## src/design/lpr_pkg.sv

```systemverilog
// shared types and constants for the lru page replacement block
package lpr_pkg;

    // default build sizes
    localparam int DEF_MAX_FRAMES = 16;
    localparam int DEF_PAGE_BITS  = 16;

    // fixed field widths of the stream words
    localparam int PAGE_W        = 16;
    localparam int FRAME_IDX_W   = 4;
    localparam int TOTAL_W       = 16;
    localparam int FRAME_COUNT_W = 5;
    localparam int IN_TDATA_W    = 16;
    localparam int IN_TUSER_W    = 1;
    localparam int OUT_TDATA_W   = 56;
    localparam int OUT_TUSER_W   = 2;

    // reset value of the frame count register
    localparam logic [FRAME_COUNT_W-1:0] FRAME_COUNT_RESET = 5'd3;

    // controller states
    typedef enum logic [1:0] {
        ST_IDLE,
        ST_DECIDE,
        ST_COMMIT
    } state_t;

    // what a reference does to the frames
    typedef enum logic [1:0] {
        KIND_HIT,
        KIND_FILL,
        KIND_EVICT
    } kind_t;

    // commands from controller to datapath
    typedef struct packed {
        logic capture;
        logic decide;
        logic commit;
    } cmd_t;

    // status from datapath to controller
    typedef struct packed {
        logic out_busy;
    } status_t;

endpackage

```

## src/design/lpr_ctrl.sv

```systemverilog
// controller state machine sequencing lookup and commit of each page reference
module lpr_ctrl
(
    input  logic             clk,
    input  logic             rst_n,
    input  logic             s_tvalid,
    output logic             s_tready,
    input  lpr_pkg::status_t status,
    output lpr_pkg::cmd_t    cmd
);

    lpr_pkg::state_t state_reg;
    lpr_pkg::state_t state_next;

    // state register
    always_ff @(posedge clk or negedge rst_n)
    begin
        if (!rst_n)
        begin
            state_reg <= lpr_pkg::ST_IDLE;
        end
        else
        begin
            state_reg <= state_next;
        end
    end

    // next state and commands
    always_comb
    begin
        state_next  = state_reg;
        cmd         = '0;
        s_tready    = 1'b0;
        unique case (state_reg)
            lpr_pkg::ST_IDLE:
            begin
                s_tready = 1'b1;
                if (s_tvalid)
                begin
                    cmd.capture = 1'b1;
                    state_next  = lpr_pkg::ST_DECIDE;
                end
            end
            lpr_pkg::ST_DECIDE:
            begin
                cmd.decide = 1'b1;
                state_next = lpr_pkg::ST_COMMIT;
            end
            lpr_pkg::ST_COMMIT:
            begin
                // commit only once the output register can take the word
                if (!status.out_busy)
                begin
                    cmd.commit = 1'b1;
                    s_tready   = 1'b1;
                    if (s_tvalid)
                    begin
                        cmd.capture = 1'b1;
                        state_next  = lpr_pkg::ST_DECIDE;
                    end
                    else
                    begin
                        state_next = lpr_pkg::ST_IDLE;
                    end
                end
            end
            default:
            begin
                state_next = lpr_pkg::ST_IDLE;
            end
        endcase
    end

    // a decided reference is always committed next or held for the output
    assert property (@(posedge clk) disable iff (!rst_n)
        state_reg == lpr_pkg::ST_DECIDE |=> state_reg == lpr_pkg::ST_COMMIT)
        else $error("decide not followed by commit");

    // never capture a new word while the previous one is still undecided
    assert property (@(posedge clk) disable iff (!rst_n)
        cmd.capture |-> !(state_reg == lpr_pkg::ST_DECIDE))
        else $error("capture during decide");

endmodule

```

## src/design/lpr_datapath.sv

```systemverilog
// frame registers, tag compare, victim select, rank update, totals and output register
module lpr_datapath
#(
    parameter int MAX_FRAMES = lpr_pkg::DEF_MAX_FRAMES,
    parameter int PAGE_BITS  = lpr_pkg::DEF_PAGE_BITS
)
(
    input  logic                              clk,
    input  logic                              rst_n,
    input  lpr_pkg::cmd_t                     cmd,
    output lpr_pkg::status_t                  status,
    input  logic [lpr_pkg::PAGE_W-1:0]        in_page,
    input  logic                              in_restart,
    input  logic                              cfg_valid,
    input  logic [lpr_pkg::FRAME_COUNT_W-1:0] cfg_data,
    input  logic                              m_tready,
    output logic                              out_valid,
    output logic                              out_hit,
    output logic [lpr_pkg::FRAME_IDX_W-1:0]   out_frame_index,
    output logic                              out_evicted_valid,
    output logic [lpr_pkg::PAGE_W-1:0]        out_evicted_page,
    output logic [lpr_pkg::TOTAL_W-1:0]       out_hit_total,
    output logic [lpr_pkg::TOTAL_W-1:0]       out_reference_total
);

    localparam int IW = (MAX_FRAMES > 1) ? $clog2(MAX_FRAMES) : 1;
    localparam int FW = $clog2(MAX_FRAMES + 1);
    localparam logic [lpr_pkg::TOTAL_W-1:0] TOTAL_MAX = '1;

    // captured reference
    logic [PAGE_BITS-1:0]              page_reg;
    logic                              restart_reg;

    // configuration and frame state
    logic [lpr_pkg::FRAME_COUNT_W-1:0] frame_count_reg;
    logic [PAGE_BITS-1:0]              resident_reg [MAX_FRAMES];
    logic [IW-1:0]                     rank_reg     [MAX_FRAMES];
    logic [IW-1:0]                     rank_next    [MAX_FRAMES];
    logic [FW-1:0]                     filled_reg;
    logic [FW-1:0]                     filled_next;
    logic [lpr_pkg::TOTAL_W-1:0]       hits_reg;
    logic [lpr_pkg::TOTAL_W-1:0]       hits_next;
    logic [lpr_pkg::TOTAL_W-1:0]       refs_reg;
    logic [lpr_pkg::TOTAL_W-1:0]       refs_next;

    // decision registers
    lpr_pkg::kind_t                    kind_reg;
    lpr_pkg::kind_t                    kind_next;
    logic [IW-1:0]                     f_reg;
    logic [IW-1:0]                     f_next;

    // output register
    logic                              out_valid_reg;

    // lookup signals
    logic [FW-1:0]                     n_eff;
    logic [FW-1:0]                     filled_eff;
    logic [FW-1:0]                     active;
    logic [IW-1:0]                     rank_eff [MAX_FRAMES];
    logic [MAX_FRAMES-1:0]             match;
    logic [MAX_FRAMES-1:0]             match_first;
    logic [MAX_FRAMES-1:0]             victim;
    logic [IW-1:0]                     hit_idx;
    logic [IW-1:0]                     victim_idx;
    logic [IW-1:0]                     f_rank;

    assign status.out_busy = out_valid_reg && !m_tready;
    assign out_valid       = out_valid_reg;

    // effective frame count, zero acts as one, clamped to capacity
    always_comb
    begin
        if (frame_count_reg == '0)
        begin
            n_eff = FW'(1);
        end
        else if (32'(frame_count_reg) > 32'(MAX_FRAMES))
        begin
            n_eff = FW'(MAX_FRAMES);
        end
        else
        begin
            n_eff = FW'(frame_count_reg);
        end
    end

    // state as seen after an optional restart
    assign filled_eff = restart_reg ? '0 : filled_reg;
    assign active     = (filled_eff < n_eff) ? filled_eff : n_eff;

    always_comb
    begin
        for (int i = 0; i < MAX_FRAMES; i++)
        begin
            rank_eff[i] = restart_reg ? '0 : rank_reg[i];
        end
    end

    // parallel tag compare over the active frames
    always_comb
    begin
        for (int i = 0; i < MAX_FRAMES; i++)
        begin
            match[i] = (32'(i) < 32'(active)) && (resident_reg[i] == page_reg);
        end
    end

    // lowest matching frame wins
    assign match_first = match & (~match + MAX_FRAMES'(1));

    // victim: largest rank among frames in use, lowest index on a tie
    always_comb
    begin
        for (int i = 0; i < MAX_FRAMES; i++)
        begin
            victim[i] = (32'(i) < 32'(n_eff));
            for (int j = 0; j < MAX_FRAMES; j++)
            begin
                if ((32'(j) < 32'(n_eff)) && (j != i))
                begin
                    if (j < i)
                    begin
                        victim[i] = victim[i] && (rank_eff[j] < rank_eff[i]);
                    end
                    else
                    begin
                        victim[i] = victim[i] && (rank_eff[j] <= rank_eff[i]);
                    end
                end
            end
        end
    end

    // one-hot to index
    always_comb
    begin
        hit_idx    = '0;
        victim_idx = '0;
        for (int i = 0; i < MAX_FRAMES; i++)
        begin
            if (match_first[i])
            begin
                hit_idx = hit_idx | IW'(i);
            end
            if (victim[i])
            begin
                victim_idx = victim_idx | IW'(i);
            end
        end
    end

    // decision: hit, fill next empty frame, or evict
    always_comb
    begin
        if (|match)
        begin
            kind_next = lpr_pkg::KIND_HIT;
            f_next    = hit_idx;
        end
        else if (filled_eff < n_eff)
        begin
            kind_next = lpr_pkg::KIND_FILL;
            f_next    = IW'(filled_eff);
        end
        else
        begin
            kind_next = lpr_pkg::KIND_EVICT;
            f_next    = victim_idx;
        end
    end

    // rank update, fill count and totals for the commit cycle
    assign f_rank = rank_eff[f_reg];

    always_comb
    begin
        filled_next = filled_eff;
        if (kind_reg == lpr_pkg::KIND_FILL)
        begin
            filled_next = filled_eff + FW'(1);
        end
        for (int i = 0; i < MAX_FRAMES; i++)
        begin
            rank_next[i] = rank_eff[i];
            if (IW'(i) == f_reg)
            begin
                rank_next[i] = '0;
            end
            else if ((32'(i) < 32'(filled_next))
                     && ((kind_reg == lpr_pkg::KIND_FILL) || (rank_eff[i] < f_rank)))
            begin
                rank_next[i] = rank_eff[i] + IW'(1);
            end
        end
        hits_next = restart_reg ? '0 : hits_reg;
        if ((kind_reg == lpr_pkg::KIND_HIT) && (hits_next != TOTAL_MAX))
        begin
            hits_next = hits_next + 1'b1;
        end
        refs_next = restart_reg ? '0 : refs_reg;
        if (refs_next != TOTAL_MAX)
        begin
            refs_next = refs_next + 1'b1;
        end
    end

    // captured reference and decision, payload only
    always_ff @(posedge clk)
    begin
        if (cmd.capture)
        begin
            page_reg    <= PAGE_BITS'(in_page);
            restart_reg <= in_restart;
        end
        if (cmd.decide)
        begin
            kind_reg <= kind_next;
            f_reg    <= f_next;
        end
    end

    // resident pages, written on fill or evict
    always_ff @(posedge clk)
    begin
        if (cmd.commit && (kind_reg != lpr_pkg::KIND_HIT))
        begin
            resident_reg[f_reg] <= page_reg;
        end
    end

    // output word payload
    always_ff @(posedge clk)
    begin
        if (cmd.commit)
        begin
            out_hit             <= (kind_reg == lpr_pkg::KIND_HIT);
            out_frame_index     <= lpr_pkg::FRAME_IDX_W'(f_reg);
            out_evicted_valid   <= (kind_reg == lpr_pkg::KIND_EVICT);
            out_evicted_page    <= (kind_reg == lpr_pkg::KIND_EVICT)
                                   ? lpr_pkg::PAGE_W'(resident_reg[f_reg]) : '0;
            out_hit_total       <= hits_next;
            out_reference_total <= refs_next;
        end
    end

    // control state: config, ranks, fill count, totals, output valid
    always_ff @(posedge clk or negedge rst_n)
    begin
        if (!rst_n)
        begin
            frame_count_reg <= lpr_pkg::FRAME_COUNT_RESET;
            filled_reg      <= '0;
            hits_reg        <= '0;
            refs_reg        <= '0;
            out_valid_reg   <= 1'b0;
            for (int i = 0; i < MAX_FRAMES; i++)
            begin
                rank_reg[i] <= '0;
            end
        end
        else
        begin
            if (cfg_valid)
            begin
                frame_count_reg <= cfg_data;
            end
            if (cmd.commit)
            begin
                filled_reg    <= filled_next;
                hits_reg      <= hits_next;
                refs_reg      <= refs_next;
                out_valid_reg <= 1'b1;
                for (int i = 0; i < MAX_FRAMES; i++)
                begin
                    rank_reg[i] <= rank_next[i];
                end
            end
            else if (m_tready)
            begin
                out_valid_reg <= 1'b0;
            end
        end
    end

    // committed frame becomes most recent
    assert property (@(posedge clk) disable iff (!rst_n)
        cmd.commit |=> rank_reg[f_reg] == '0)
        else $error("committed frame rank not zero");

    // fill count never passes capacity
    assert property (@(posedge clk) disable iff (!rst_n)
        32'(filled_reg) <= 32'(MAX_FRAMES))
        else $error("fill count above capacity");

    // no commit overwrites a word still waiting at the output
    assert property (@(posedge clk) disable iff (!rst_n)
        cmd.commit |-> !(out_valid_reg && !m_tready))
        else $error("commit over stalled output word");

    // a hit never reports an eviction
    assert property (@(posedge clk) disable iff (!rst_n)
        out_valid_reg |-> !(out_hit && out_evicted_valid))
        else $error("hit with eviction");

endmodule

```

## src/design/lru_page_replacement.sv

```systemverilog
// top level of the fully associative lru page replacement block
//
//  channel  direction  handshake          contents
//  s_*      in         s_tvalid/s_tready  tdata: page; tuser: restart
//  m_*      out        m_tvalid/m_tready  tdata: frame_index, evicted_page, totals;
//                                         tuser: hit, evicted_valid
//  cfg_*    in         cfg_valid/cfg_ready frame_count
//
//  each reference goes through a decide state, which compares the page against all frame
//  registers and picks the victim, then a commit state that updates ranks, pages and totals.
//  the next word is taken in the commit cycle, while the last reference commits.
//  a stalled output word holds the commit; s_tready stays low until it drains.
//  reset clears ranks, fill count and totals and sets frame_count to 3; no clearing pass.
module lru_page_replacement
#(
    parameter int MAX_FRAMES = lpr_pkg::DEF_MAX_FRAMES,
    parameter int PAGE_BITS  = lpr_pkg::DEF_PAGE_BITS
)
(
    input  logic                              clk,
    input  logic                              rst_n,
    // input words
    input  logic                              s_tvalid,
    output logic                              s_tready,
    input  logic [lpr_pkg::IN_TDATA_W-1:0]    s_tdata,   // [15:0] page
    input  logic [lpr_pkg::IN_TUSER_W-1:0]    s_tuser,   // [0] restart
    // result words
    output logic                              m_tvalid,
    input  logic                              m_tready,
    // [3:0] frame_index, [19:4] evicted_page, [35:20] hit_total,
    // [51:36] reference_total, [55:52] zero
    output logic [lpr_pkg::OUT_TDATA_W-1:0]   m_tdata,
    output logic [lpr_pkg::OUT_TUSER_W-1:0]   m_tuser,   // [0] hit, [1] evicted_valid
    // frame count register writes
    input  logic                              cfg_valid,
    output logic                              cfg_ready,
    input  logic [lpr_pkg::FRAME_COUNT_W-1:0] cfg_data
);

    lpr_pkg::cmd_t                   cmd;
    lpr_pkg::status_t                status;
    logic                            out_hit;
    logic [lpr_pkg::FRAME_IDX_W-1:0] out_frame_index;
    logic                            out_evicted_valid;
    logic [lpr_pkg::PAGE_W-1:0]      out_evicted_page;
    logic [lpr_pkg::TOTAL_W-1:0]     out_hit_total;
    logic [lpr_pkg::TOTAL_W-1:0]     out_reference_total;

    // register writes are always taken
    assign cfg_ready = 1'b1;

    // sequencing
    lpr_ctrl u_ctrl
    (
        .clk      (clk),
        .rst_n    (rst_n),
        .s_tvalid (s_tvalid),
        .s_tready (s_tready),
        .status   (status),
        .cmd      (cmd)
    );

    // frames and result
    lpr_datapath
    #(
        .MAX_FRAMES (MAX_FRAMES),
        .PAGE_BITS  (PAGE_BITS)
    )
    u_datapath
    (
        .clk                 (clk),
        .rst_n               (rst_n),
        .cmd                 (cmd),
        .status              (status),
        .in_page             (s_tdata),
        .in_restart          (s_tuser[0]),
        .cfg_valid           (cfg_valid && cfg_ready),
        .cfg_data            (cfg_data),
        .m_tready            (m_tready),
        .out_valid           (m_tvalid),
        .out_hit             (out_hit),
        .out_frame_index     (out_frame_index),
        .out_evicted_valid   (out_evicted_valid),
        .out_evicted_page    (out_evicted_page),
        .out_hit_total       (out_hit_total),
        .out_reference_total (out_reference_total)
    );

    // pack result word
    assign m_tdata = {4'b0000, out_reference_total, out_hit_total,
                      out_evicted_page, out_frame_index};
    assign m_tuser = {out_evicted_valid, out_hit};

endmodule

```

## config.mk

```make
export PLATFORM = sky130hd
export DESIGN_NAME = lru_page_replacement
export DESIGN_NICKNAME = d
export VERILOG_FILES = /design/src/design/lpr_pkg.sv /design/src/design/lpr_ctrl.sv /design/src/design/lpr_datapath.sv /design/src/design/lru_page_replacement.sv
export SDC_FILE = /design/constraint.sdc
export NUM_CORES = 1
export LEC_CHECK = 0
export BUFFER_PORTS_ARGS = -buffer_cell sky130_fd_sc_hd__buf_2
export CORE_ASPECT_RATIO = 0.8
export CORE_MARGIN = 5
export CORE_UTILIZATION = 30
export DETAILED_ROUTE_END_ITERATION = 8
export PLACE_DENSITY_LB_ADDON = 0.05
export SYNTH_ARGS = -nofsm -noshare
export SYNTH_HDL_FRONTEND = slang
export SYNTH_SLANG_ARGS = --single-unit
```

## constraint.sdc

```tcl
create_clock -name clk -period 4.9 [get_ports clk]
set_input_delay 0.735 -clock clk [delete_from_list [all_inputs] [get_ports clk]]
set_output_delay 0.735 -clock clk [all_outputs]
set_load 0.03 [all_outputs]
```

After elaboration in Yosys (flattened, before gate mapping)
Memory sizes are Yosys's and may differ from the RTL's. A register that Yosys moved wholly into a read port is not among the register bits.
Cells that the tools add are included.
{"block": "op_classes", "reduce_logical": 286, "eq_ne": 39, "add_sub_neg": 20, "order_cmp": 292, "mux": 333, "n_bitwise": 3}
{"op": "$lt 4x4->1", "count": 136}
{"op": "$le 4x4->1", "count": 105}
{"op": "$mux 4", "count": 68}
{"op": "$logic_and 1x1->1", "count": 260}
{"op": "$eq 16x16->1", "count": 16}
{"op": "$mux 1", "count": 237}
{"op": "$lt 4x5->1 const A", "count": 24}
{"op": "$add 4x1->4 const B", "count": 16}
{"op": "$mux 16", "count": 4}
{"op": "$lt 3x5->1 const A", "count": 12}
{"op": "$add 16x1->16 const B", "count": 3}
{"op": "$eq 4x4->1 const A", "count": 8}
{"op": "$ne 16x16->1 const B", "count": 2}
{"op": "$lt 1x5->1 const A", "count": 6}
{"op": "$lt 2x5->1 const A", "count": 6}
{"op": "$mux 5", "count": 5}
{"op": "$mux 3", "count": 8}
{"op": "$and 16x16->16", "count": 1}
{"op": "$bmux 4 s4", "count": 1}
{"op": "$eq 3x4->1 const A", "count": 4}
{"op": "$logic_or 1x1->1", "count": 16}
{"op": "$not 16->16", "count": 1}
{"op": "$reduce_or 16->1", "count": 1}
{"op": "$mux 2", "count": 7}
{"op": "18 further kinds", "count": 26}
{"block": "totals", "n_memories": 1, "regBits": 170, "mem_bits_rw": 256, "output_inout_bits": 61}
{"memory": "u_datapath.resident_reg", "words": 16, "width": 16, "read_ports": 17, "rd_ports_with_merged_regs": 1, "write_ports": 1, "line": "lpr_datapath.sv:36", "source": "logic [PAGE_BITS-1:0] resident_reg [MAX_FRAMES];"}

Longest topological paths before layout
Gate-level depths: netlist (run 1).
{"block": "logic_depth", "ltp_word": 51, "depth_mapped": 22}

Hierarchy
Synthesis (run 1) repeated with hierarchy kept, for this count alone.
{"block": "hier_totals", "hier_cells": 3445, "area_unflattened_um2": 35794.3}
{"mod": "lpr_datapath", "seq_area_each_um2": 12679.7, "area_per_inst_um2": 35622.9, "cells_per_inst": 3426, "n_inst": 1}
{"mod": "lpr_ctrl", "seq_area_each_um2": 50.0, "area_per_inst_um2": 111.4, "cells_per_inst": 10, "n_inst": 1}
{"mod": "lru_page_replacement", "seq_area_each_um2": 0.0, "area_per_inst_um2": 60.1, "cells_per_inst": 9, "n_inst": 1}

Worst setup path after synthesis (run 1)
No wires, ideal clock.
{"block": "synth_timing", "kind": "register -> register", "from": "register u_datapath.restart_reg", "to": "register u_datapath.rank_reg[27] (netlist bit)", "setup_slack_ns": -0.052, "setup_ns": 0.076, "arrival_time_ns": 4.876, "path_buffers": 6, "path_stages_with_launch": 20, "synth_period_minus_slack_ns": 4.952, "cell_sequence": "edfxtp_1 > buf_2 > buf_2 > buf_2 > buf_2 > clkbuf_1 > clkbuf_1 > nor2b_1 > nor2_1 > a211oi_1 > a21oi_1 > o21ai_0 > o221ai_1 > ha_1 > o21ai_0 > a31oi_1 > o41ai_2 > nand4_1 > or3_1 > o21ai_1"}
{"block": "synth_between", "elab_chain_len": 9, "elab_cells_between_ends": 29, "cone_classes": "add/sub: 2; order compare: 2; mux: 23; reduce/logical: 2"}
{"element": "from (decl)", "line": "lpr_datapath.sv:32", "source": "logic restart_reg;"}
{"element": "from (signal assigned)", "line": "lpr_datapath.sv:213", "source": "restart_reg <= in_restart;"}
{"element": "$mux 4", "line": "lpr_datapath.sv:95", "source": "rank_eff[i] = restart_reg ? '0 : rank_reg[i];"}
{"element": "$bmux 4 s4", "line": "lpr_datapath.sv:173", "source": "assign f_rank = rank_eff[f_reg];"}
{"element": "$mux 4 (implied by the code) (2 in series)", "line": "lpr_datapath.sv:173"}
{"element": "$lt 4x4->1", "line": "lpr_datapath.sv:190", "source": "&& ((kind_reg == lpr_pkg::KIND_FILL) || (rank_eff[i] < f_rank)))"}
{"element": "$logic_or 1x1->1", "line": "lpr_datapath.sv:190"}
{"element": "$logic_and 1x1->1", "line": "lpr_datapath.sv:190"}
{"element": "$mux 4 (*)", "line": "lpr_datapath.sv:189", "source": "else if ((32'(i) < 32'(filled_next))"}
{"element": "$mux 4 (*)", "line": "lpr_datapath.sv:185", "source": "if (IW'(i) == f_reg)"}
{"element": "to (signal, indexed assignment)", "line": "lpr_datapath.sv:275", "source": "rank_reg[i] <= rank_next[i];"}
{"element": "to (decl)", "line": "lpr_datapath.sv:37", "source": "logic [IW-1:0] rank_reg [MAX_FRAMES];"}
Mark *: on every way between the ends. The rest lies on a longest branch, timed or not. The select of a mux whose other input is x is not followed.
A chain may end at the register's enable or synchronous reset.

Final worst setup path (run 1)
{"block": "layout_timing", "from": "register u_datapath.f_reg[0]", "to": "register u_datapath.rank_reg[31] (netlist bit)"}
{"block": "layout_between", "elab_chain_len": 9, "elab_cells_between_ends": 10, "cone_classes": "order compare: 1; eq/ne: 1; mux: 5; bitwise: 1; reduce/logical: 2"}
{"element": "from (decl)", "line": "lpr_datapath.sv:49", "source": "logic [IW-1:0] f_reg;"}
{"element": "from (signal assigned)", "line": "lpr_datapath.sv:218", "source": "f_reg <= f_next;"}
{"element": "$not 4->5 (implied by the code)", "line": "lpr_datapath.sv:173"}
{"element": "$bmux 4 s4", "line": "lpr_datapath.sv:173"}
{"element": "$mux 4 (implied by the code) (2 in series)", "line": "lpr_datapath.sv:173"}
{"element": "$lt 4x4->1", "line": "lpr_datapath.sv:190"}
{"element": "$logic_or 1x1->1", "line": "lpr_datapath.sv:190"}
{"element": "$logic_and 1x1->1", "line": "lpr_datapath.sv:190"}
{"element": "$mux 4", "line": "lpr_datapath.sv:189"}
{"element": "$mux 4 (*)", "line": "lpr_datapath.sv:185"}
Marks and branches as above.

==> impl_metrics.json, run 1 <==
{
  "status": "finished, final reports clean",
  "p_switching_uw": 6265,
  "cts_buffer_depth": 3,
  "worstSetupEndpointType": "register",
  "timing.rr.start": "u_datapath.f_reg[0]",
  "grt_pass1_wl_um": 240900,
  "finalClockSkew_ps": 50.34,
  "ys_types": 96,
  "ir_drop_mv": 0.2839,
  "drv_slew": 0,
  "final_cells": 5421,
  "finalCritPeriodShare_pct": 97.57,
  "gp_congestion": 1.005,
  "setup_ws_ps": 118.9,
  "cts_resized": 0,
  "required_ps": 5390,
  "hpwl_um": 134400,
  "timing.rr.end": "u_datapath.rank_reg[31]",
  "cts_buffers": 51,
  "p_int_uw": 8587,
  "yosysTopAreaCell": "edfxtp_1",
  "async_flop_share_pct": 24.66,
  "grt_pass1_vias": 30900,
  "crit_arrival_ps": 5270,
  "worst-path-max-fanout": 18,
  "ios": 88,
  "final_hold_viol_count": 0,
  "avgSynthCellArea_um2": 10.33,
  "crit_chain": "buf_4 -> nand2b_1 -> a2bb2oi_1 -> nor2_1 -> a2111oi_0 -> a21oi_1 -> buf_4 -> ha_1 -> a31oi_1 -> o22ai_1 -> buf_4 -> a21oi_1 -> nand4_1 -> xnor2_1 -> a22o_1",
  "clock-sinks": 442,
  "area_growth_pct": 15.51,
  "synth_area_leaders": "edfxtp_1, ha_1, dfrtp_1",
  "hold_buffers": 0,
  "switching_share_pct": 42.18,
  "endpoint": "u_datapath.rank_reg[31]",
  "antenna_found_initial": 18,
  "numPortBuffers": 82,
  "n_fill_cell": 12047,
  "drc": 0,
  "overflow": 0,
  "grt_usage_pct": 26.32,
  "finalSetupTns_ps": 0,
  "power.density_nw_per_um2": 356.0,
  "place_area_um2": 40090,
  "yosys_most_used_dff": "edfxtp_1",
  "vias": 31942,
  "met1_length_um": 85030,
  "cp_top_family": "compound AO/OA/AOI/OAI gates",
  "p_leak_uw": 0.01652,
  "dr.max_layer_used": "met4",
  "setup_viol": 0,
  "core_um2": 119200,
  "synth_cells": 3498,
  "drive_gt1_share_pct": 15.05,
  "largest_reg_flops": 256,
  "die_area_um2": 127500,
  "clock_latency_ps": 630,
  "drt_iter0_drc": 3447,
  "firstDrtPassIters": 5,
  "seqPwrFrac_pct": 30.4,
  "yosysTopAreaCellShare_pct": 27.68,
  "grt_max_degree": 66,
  "seq_area_frac_synth_pct": 35.24,
  "hp-class": "in -> async",
  "viasPerCell": 5.892,
  "cts.root.buffer_cell": "clkbuf_16",
  "yosys_warnings": 0,
  "fin_crit_ps": 4781,
  "yosysMostFrequentCell": "ha_1",
  "max_cap_violations": 0,
  "path_clk_slew_ps": 70,
  "initial_core_util_pct": 30.30,
  "rr_worst_depth": 15,
  "wl_um": 173100,
  "tightest_slew_ps": 1416,
  "maxSlewHeadroom_pct": 4.578,
  "reg2reg_slack_ps": 120,
  "startpoint_type": "register",
  "clockPowerShare_pct": 25.2,
  "p_comb_share_pct": 44.4,
  "dpl.cell_count": 5319,
  "route.met3.wl_um": 15830,
  "crit_type": "reg -> reg",
  "die_h_um": 320.4,
  "cts_tree": "built",
  "synth_edf_count": 333,
  "path_depth": 15,
  "wl_per_cell_um": 31.94,
  "synthTopCellsByCount": "ha_1, edfxtp_1, a21oi_1, nand2_1, o21ai_0",
  "crit_path_frequent_cell": "buf_4",
  "path_buf_inv": 3,
  "ys_ff_latch": 442,
  "crit_path_start": "u_datapath.f_reg[0]",
  "htreeDepth": 2,
  "fin_area_um2": 41720,
  "die_w_um": 397.9,
  "nets": 4329,
  "preCtsSetupSlack_ps": 98.11,
  "rsz0062_at_grt": "false",
  "synth_area_um2": 36120,
  "cpMaxStageDelayCell": "edfxtp_1",
  "rows": 113,
  "max_stage_delay_ps": 1000,
  "antenna_left": 0,
  "wl_met2_um": 68620,
  "fmax_mhz": 209.2
}
## worst register-to-register path, cell delays in order, from the launching register on
cell and delay (ps):
edfxtp_1 1000, buf_4 410, nand2b_1 200, a2bb2oi_1 170, nor2_1 50, a2111oi_0 570, a21oi_1 120, buf_4 230
ha_1 360, a31oi_1 220, o22ai_1 120, buf_4 200, a21oi_1 470, nand4_1 180, xnor2_1 160, a22o_1 200
## stage by stage
stage	hold slack (ps)	utilization, %	power (uW)
global placement	452.4	33.63	10880
CTS	83.26	34.96	14800
detailed placement	462.5	33.63	10990
floorplan	424.4	-	8136
global route	111.1	35.00	15580
finish	114.2	35.00	14850
## power by group through the flow
stage                     sequential, uW  clock (uW)  combinational, uW
final                               4510        3740               6600
after CTS                           4530        3850               6420
after global placement              4600           0               6280
after detailed placement            4600           0               6390
after floorplan                     4580           0               3560
after global routing                4530        4010               7040
## worst min-delay path by stage
| stage | startpoint | end | slack [ps] | cells after the start |
|---|---|---|---|---|
| after detailed placement | u_datapath.refs_reg[0] | u_datapath.refs_reg[0] | 460 | 2 |
| after global routing | rst_n | u_datapath.rank_reg[43] | 110 | 1 |
| after floorplan | u_datapath.f_reg[3] | u_datapath.out_frame_index[3] | 420 | 0 |
| after global placement | u_datapath.refs_reg[0] | u_datapath.refs_reg[0] | 450 | 2 |
| after CTS | rst_n | u_datapath.rank_reg[43] | 80 | 1 |
| final | rst_n | u_datapath.rank_reg[43] | 110 | 1 |
## logic make-up (layout without fill, tap and decap cells)
family / after synthesis / after routing / synth area share [%]
and+or+nand+nor: 1021 / 1021 / 15.01
AOI/OAI and AO/OA: 819 / 819 / 14.99
adders and majority gates: 536 / 536 / 18.57
DFF: 442 / 442 / 35.24
xor gates and xnor gates: 298 / 298 / 7.226
buffers and inverters: 279 / 586 / 3.149
muxes: 101 / 101 / 5.799
other: 2 / 8 / 0.02079
## layer usage
metal / global-route usage (%) / vias to the layer above
met2: 36.66 / 1448
li1: - / 13981
met1: 41.20 / 16316
met3: 5.935 / 197
met5: 0 / -
met4: 5.153 / 0
## area by class of cell
class,instances,area (um2),area share (%)
clock buffers,67,1346,3.227
inverters,141,531.8,1.275
multi-input cells,2780,22370,53.63
well taps,1610,2014,4.828
clock inverters,28,239.0,0.5728
flip-flops and latches,442,12730,30.51
repair buffers,350,2479,5.941
diodes,3,7.507,0.01799
## layout by cell type, fill, tap and decap left out, drive strengths merged, types with 117 or more instances in the layout
| cell type | n |
|---|---|
| a21oi | 248 |
| buf | 350 |
| edfxtp | 333 |
| ha | 536 |
| inv | 144 |
| nand2 | 235 |
| nand4 | 117 |
| nor2 | 168 |
| o21ai | 189 |
| xnor2 | 136 |
| xor2 | 162 |
## what timing repair did
action	in CTS	in global routing
endpoints found under the setup margin	0	13
hold endpoints to repair	0	0
setup buffers	0	4
Note: power is estimated with default switching activity, not from simulation.
==> run 2, diff against run 1 <==
--- a/config.mk
+++ b/config.mk
@@ -8,9 +8,10 @@
 export BUFFER_PORTS_ARGS = -buffer_cell sky130_fd_sc_hd__buf_2
 export CORE_ASPECT_RATIO = 0.8
 export CORE_MARGIN = 5
-export CORE_UTILIZATION = 30
+export CORE_UTILIZATION = 25
 export DETAILED_ROUTE_END_ITERATION = 8
 export PLACE_DENSITY_LB_ADDON = 0.05
 export SYNTH_ARGS = -nofsm -noshare
 export SYNTH_HDL_FRONTEND = slang
+export SYNTH_HIERARCHICAL = 1
 export SYNTH_SLANG_ARGS = --single-unit
==> impl_metrics.json, run 2 <==
{
  "cts_buffer_depth": 3,
  "wl_um": 176300,
  "ios": 88,
  "seq_area_frac_synth_pct": 35.56,
  "avgSynthCellArea_um2": 10.39,
  "crit_path_start": "u_datapath/restart_reg",
  "async_flop_share_pct": 24.66,
  "tightest_slew_ps": 1216,
  "yosysTopAreaCell": "edfxtp_1",
  "numPortBuffers": 82,
  "fmax_mhz": 210.7,
  "grt_usage_pct": 22.69,
  "worstSetupEndpointType": "register",
  "synth_cells": 3445,
  "vias": 31139,
  "htreeDepth": 2,
  "hold_buffers": 0,
  "overflow": 0,
  "yosys_warnings": 6,
  "core_um2": 142600,
  "multi_input_comb_area_um2": 21950,
  "cp_top_family": "simple AND/OR/NAND/NOR gates",
  "rr_worst_depth": 15,
  "drc": 0,
  "largest_reg_flops": 256,
  "path_buf_inv": 5,
  "cts_tree": "built",
  "max_stage_delay_ps": 640,
  "synthTopCellsByCount": "ha_1, edfxtp_1, a21oi_1, nand2_1, xor2_1",
  "setup_viol": 0,
  "ir_drop_mv": 0.2592,
  "yosysTopAreaCellShare_pct": 27.94,
  "timing.rr.end": "u_datapath/f_reg[2]",
  "drt_iter0_drc": 3075,
  "p_leak_uw": 0.01673,
  "viasPerCell": 5.504,
  "crit_type": "reg -> reg",
  "synth_edf_count": 333,
  "nets": 4287,
  "die_w_um": 433.1,
  "die_area_um2": 150900,
  "utilization_pct": 29.47,
  "ys_ff_latch": 442,
  "synth_area_um2": 35790,
  "fin_crit_ps": 4745,
  "path_depth": 15,
  "required_ps": 5360,
  "yosys_most_used_dff": "edfxtp_1",
  "reg2reg_slack_ps": 150,
  "grt_max_degree": 81,
  "drv_slew": 0,
  "timing.rr.start": "u_datapath/restart_reg",
  "grt_pass1_vias": 30422,
  "grt_pass1_wl_um": 243800,
  "maxSlewHeadroom_pct": 18.93,
  "hpwl_um": 136000,
  "hp-class": "in -> async",
  "n_fill_cell": 14662,
  "initial_core_util_pct": 25.10,
  "worst-path-max-fanout": 11,
  "rsz0062_at_grt": "false",
  "drive_gt1_share_pct": 16.57,
  "yosysMostFrequentCell": "ha_1",
  "final_hold_viol_count": 0,
  "clock_latency_ps": 650,
  "wl_per_cell_um": 31.17,
  "crit_path_frequent_cell": "buf_4",
  "synth_area_leaders": "edfxtp_1, ha_1, dfrtp_1",
  "die_h_um": 348.4,
  "crit_chain": "inv_2 -> buf_4 -> nand2_1 -> inv_1 -> ha_1 -> nand2_1 -> o21ai_0 -> nor2_1 -> a31oi_1 -> buf_4 -> nand4_1 -> nor4_1 -> nor4_1 -> buf_4 -> o21ai_1",
  "cts.root.buffer_cell": "clkbuf_16",
  "rows": 124,
  "layout_commonest_cell": "ha_1",
  "ys_types": 101,
  "cts_buffers": 52,
  "finalCritPeriodShare_pct": 96.84,
  "area_growth_pct": 17.41,
  "gp_congestion": 0.9574,
  "regArea_um2": 12730,
  "startpoint_type": "register",
  "crit_arrival_ps": 5210,
  "final_cell_mix": "ha_1, edfxtp_1, buf_4, a21oi_1",
  "cpMaxStageDelayCell": "nor4_1",
  "antenna_found_initial": 13,
  "max_cap_violations": 0,
  "power.density_nw_per_um2": 436.9,
  "antenna_left": 0,
  "clock-sinks": 442,
  "path_clk_slew_ps": 70,
  "endpoint": "u_datapath/f_reg[2]",
  "firstDrtPassIters": 5,
  "finalClockSkew_ps": 38.43,
  "status": "finished, final reports clean",
  "finalSetupTns_ps": 0
}
## run 2: routing by layer
metal | wire length (um) | track usage, %
met5 | 34 | 0
met4 | 4205 | 5.043
met3 | 11520 | 3.522
met2 | 69040 | 31.21
met1 | 91540 | 36.51
## run 2: through the flow
stage | total power, uW | hold WS [ps] | cell area [um2] | setup slack (ps) | instances
after floorplan | 10020 | 420.6 | 35820 | 53.28 | 3448
after CTS | 18320 | 191.8 | 42010 | 134.1 | 5655
after global placement | 14090 | 475.9 | 40310 | 217.9 | 5560
final | 18360 | 176.3 | 42030 | 154.7 | 5658
after detailed placement | 14210 | 479.0 | 40310 | 167.9 | 5560
after global routing | 19360 | 225.3 | 42020 | 59.00 | 5655
## run 2: kinds of logic (layout without fill, tap and decap cells)
| logic type | count (synthesis) | count (layout) | synth area share, % |
|---|---|---|---|
| and+or+nand+nor | 941 | 941 | 13.63 |
| AOI/OAI and AO/OA | 798 | 798 | 14.53 |
| adders and majority gates | 536 | 536 | 18.74 |
| DFF | 442 | 442 | 35.56 |
| xor gates and xnor gates | 299 | 299 | 7.316 |
| buffers and inverters | 299 | 616 | 3.457 |
| muxes | 128 | 128 | 6.739 |
| other | 2 | 8 | 0.02098 |
## run 2: timing repair
item	4_1_cts	5_1_grt
gates resized for setup	0	1
hold endpoints to repair	0	0
buffers inserted	0	0
setup endpoints to repair	0	1
## run 2: final cells by class
class	instances	area share (%)
multi-input cells	2707	52.23
repair buffers	363	6.368
inverters	158	1.411
flip-flops and latches	442	30.29
well taps	1890	5.627
diodes	3	0.01786
clock inverters	23	0.6103
clock buffers	72	3.442
## run 2: worst min-delay path by stage
stage                            startpoint                             to  slack, ps  cells past startpoint
finish                                rst_n        u_datapath/rank_reg[29]        180                      1
detailed placement  u_datapath/rank_reg[17]        u_datapath/rank_reg[17]        480                      2
global placement    u_datapath/rank_reg[17]        u_datapath/rank_reg[17]        480                      2
CTS                                   rst_n        u_datapath/rank_reg[28]        190                      1
floorplan               u_datapath/f_reg[1]  u_datapath/out_frame_index[1]        420                      0
global route                    s_tdata[15]        u_datapath/page_reg[15]        230                      1
## run 2: report_power, final
group	internal (uW)	switching, uW	total [uW]
sequential	4410	365	4770
clock	2240	1760	3990
combinational	3360	6240	9590
==> run 3, diff against run 2 <==
==> constraint.sdc (replaced) <==
create_clock -name clk -period 5.03 [get_ports clk]
set_input_delay 0.7545 -clock clk [delete_from_list [all_inputs] [get_ports clk]]
set_output_delay 0.7545 -clock clk [all_outputs]
set_load 0.03 [all_outputs]
==> impl_metrics.json, run 3 (synthesis gave the netlist of run 2 again) <==
{
  "hpwl_um": 139500,
  "setup_viol": 0,
  "overflow": 0,
  "fmax_mhz": 203.5,
  "firstDrtPassIters": 5,
  "tightest_slew_ps": 1373,
  "finalClockSkew_ps": 22.97,
  "drt_iter0_drc": 3179,
  "area_growth_pct": 16.91,
  "grt_pass1_wl_um": 245900,
  "initial_core_util_pct": 25.10,
  "gp_congestion": 0.9330,
  "p_leak_uw": 0.01667,
  "grt_pass1_vias": 30274,
  "die_w_um": 433.1,
  "drive_gt1_share_pct": 16.26,
  "largest_reg_flops": 256,
  "htreeDepth": 2,
  "ios": 88,
  "die_h_um": 348.4,
  "wl_per_cell_um": 31.77,
  "clock-sinks": 442,
  "die_area_um2": 150900,
  "power_uw": 17920,
  "clock_latency_ps": 620,
  "power.density_nw_per_um2": 428.1,
  "cts.root.buffer_cell": "clkbuf_16",
  "rr_worst_depth": 15,
  "final_hold_viol_count": 0,
  "cts_buffer_depth": 3,
  "finalSetupTns_ps": 0,
  "drc": 0,
  "grt_max_degree": 74,
  "cts_buffers": 51,
  "grt_usage_pct": 23.05,
  "rsz0062_at_grt": "false",
  "required_ps": 5520,
  "crit_arrival_ps": 5410,
  "post_cts_buffers": 0,
  "cts_tree": "built",
  "ir_drop_mv": 0.2382,
  "fin_crit_ps": 4914,
  "reg2reg_slack_ps": 120,
  "antenna_left": 0,
  "maxSlewHeadroom_pct": 7.502,
  "vias": 31156,
  "nets": 4275,
  "startpoint_type": "register",
  "drv_slew": 0,
  "numPortBuffers": 82,
  "layout_commonest_cell": "ha_1",
  "wl_um": 179300,
  "n_fill_cell": 14652,
  "final_cell_mix": "ha_1, edfxtp_1, buf_4, a21oi_1",
  "core_um2": 142600,
  "rows": 124,
  "status": "finished, final reports clean",
  "cts_resized": 0,
  "hold_buffers": 0,
  "antenna_found_initial": 23,
  "crit_type": "reg -> reg",
  "worstSetupEndpointType": "register",
  "hp-class": "in -> async",
  "finalCritPeriodShare_pct": 97.70,
  "path_clk_slew_ps": 60,
  "viasPerCell": 5.520,
  "max_cap_violations": 0,
  "worst-path-max-fanout": 29
}
==> run 3: cell types whose count changed in the layout (fill, tap and decap cells not counted), moves of 3 or more <==
cell / change
buf_4: -6
clkinv_1: +3
bufinv_16: +3
clkbuf_1: -5
buf_12: -5
==> run 3: through the flow <==
| step | instance area (um2) | setup WS [ps] | util [%] | hold WS (ps) | instances |
|---|---|---|---|---|---|
| 5_1_grt | 41840 | 1.034 | 29.35 | 230.7 | 5641 |
| 3_5_place_dp | 40120 | 207.3 | 28.14 | 475.7 | 5547 |
| 4_1_cts | 41810 | 193.2 | 29.33 | 185.5 | 5639 |
| 3_3_place_gp | 40120 | 171.6 | 28.14 | 474.0 | 5547 |
| 6_report | 41850 | 115.7 | 29.35 | 177.2 | 5644 |
| 2_1_floorplan | 35820 | 24.44 | - | 420.6 | 3448 |
==> run 3: worst max-delay path, stage by stage (launching register included) <==
cell and delay [ps]:
edfxtp_1 410, inv_2 190, buf_12 230, nand2_1 420, inv_1 110, mux4_2 480, a21oi_1 400, a221o_1 640
ha_1 370, a21o_1 190, a21oi_1 130, o21ai_1 190, a32oi_2 500, nand4_1 190, a31oi_1 190, o22ai_1 100
==> run 3: metal layers <==
metal	vias to the layer above	part of all wire [%]	track usage [%]
met1	15926	51	36.48
met2	1311	39	31.73
met3	221	8.7	5.161
met5	-	0.027	0
li1	13690	-	-
met4	8	2.0	4.116
==> run 3: final timing paths <==
kind / from / end
max: u_datapath/restart_reg / u_datapath/rank_reg[55]
min: rst_n / u_datapath/rank_reg[31]
max reg2reg: u_datapath/restart_reg / u_datapath/rank_reg[55]
min reg2reg: u_datapath/rank_reg[17] / u_datapath/rank_reg[17]
max in group asynchronous: rst_n / u_ctrl/state_reg[0]
min in group clk: s_tdata[12] / u_datapath/page_reg[12]
==> run 3: final cells by class <==
cell class	instances	area [um2]	share of cell area, %
Multi-Input combinational cell	2707	21930	52.41
Tap cell	1890	2365	5.651
Clock buffer	66	1403	3.352
Antenna cell	3	7.507	0.01794
Sequential cell	442	12730	30.42
Clock inverter	26	289.0	0.6906
Timing Repair Buffer	352	2531	6.048
Inverter	158	593.1	1.417
==> run 3: where the power goes <==
part           leakage (uW)  switching, uW  total [uW]  internal (uW)
registers           0.00443            399        4690           4290
logic                0.0114           6110        9330           3220
clock network      0.000831           1630        3890           2270
total                0.0167           8130       17900           9780
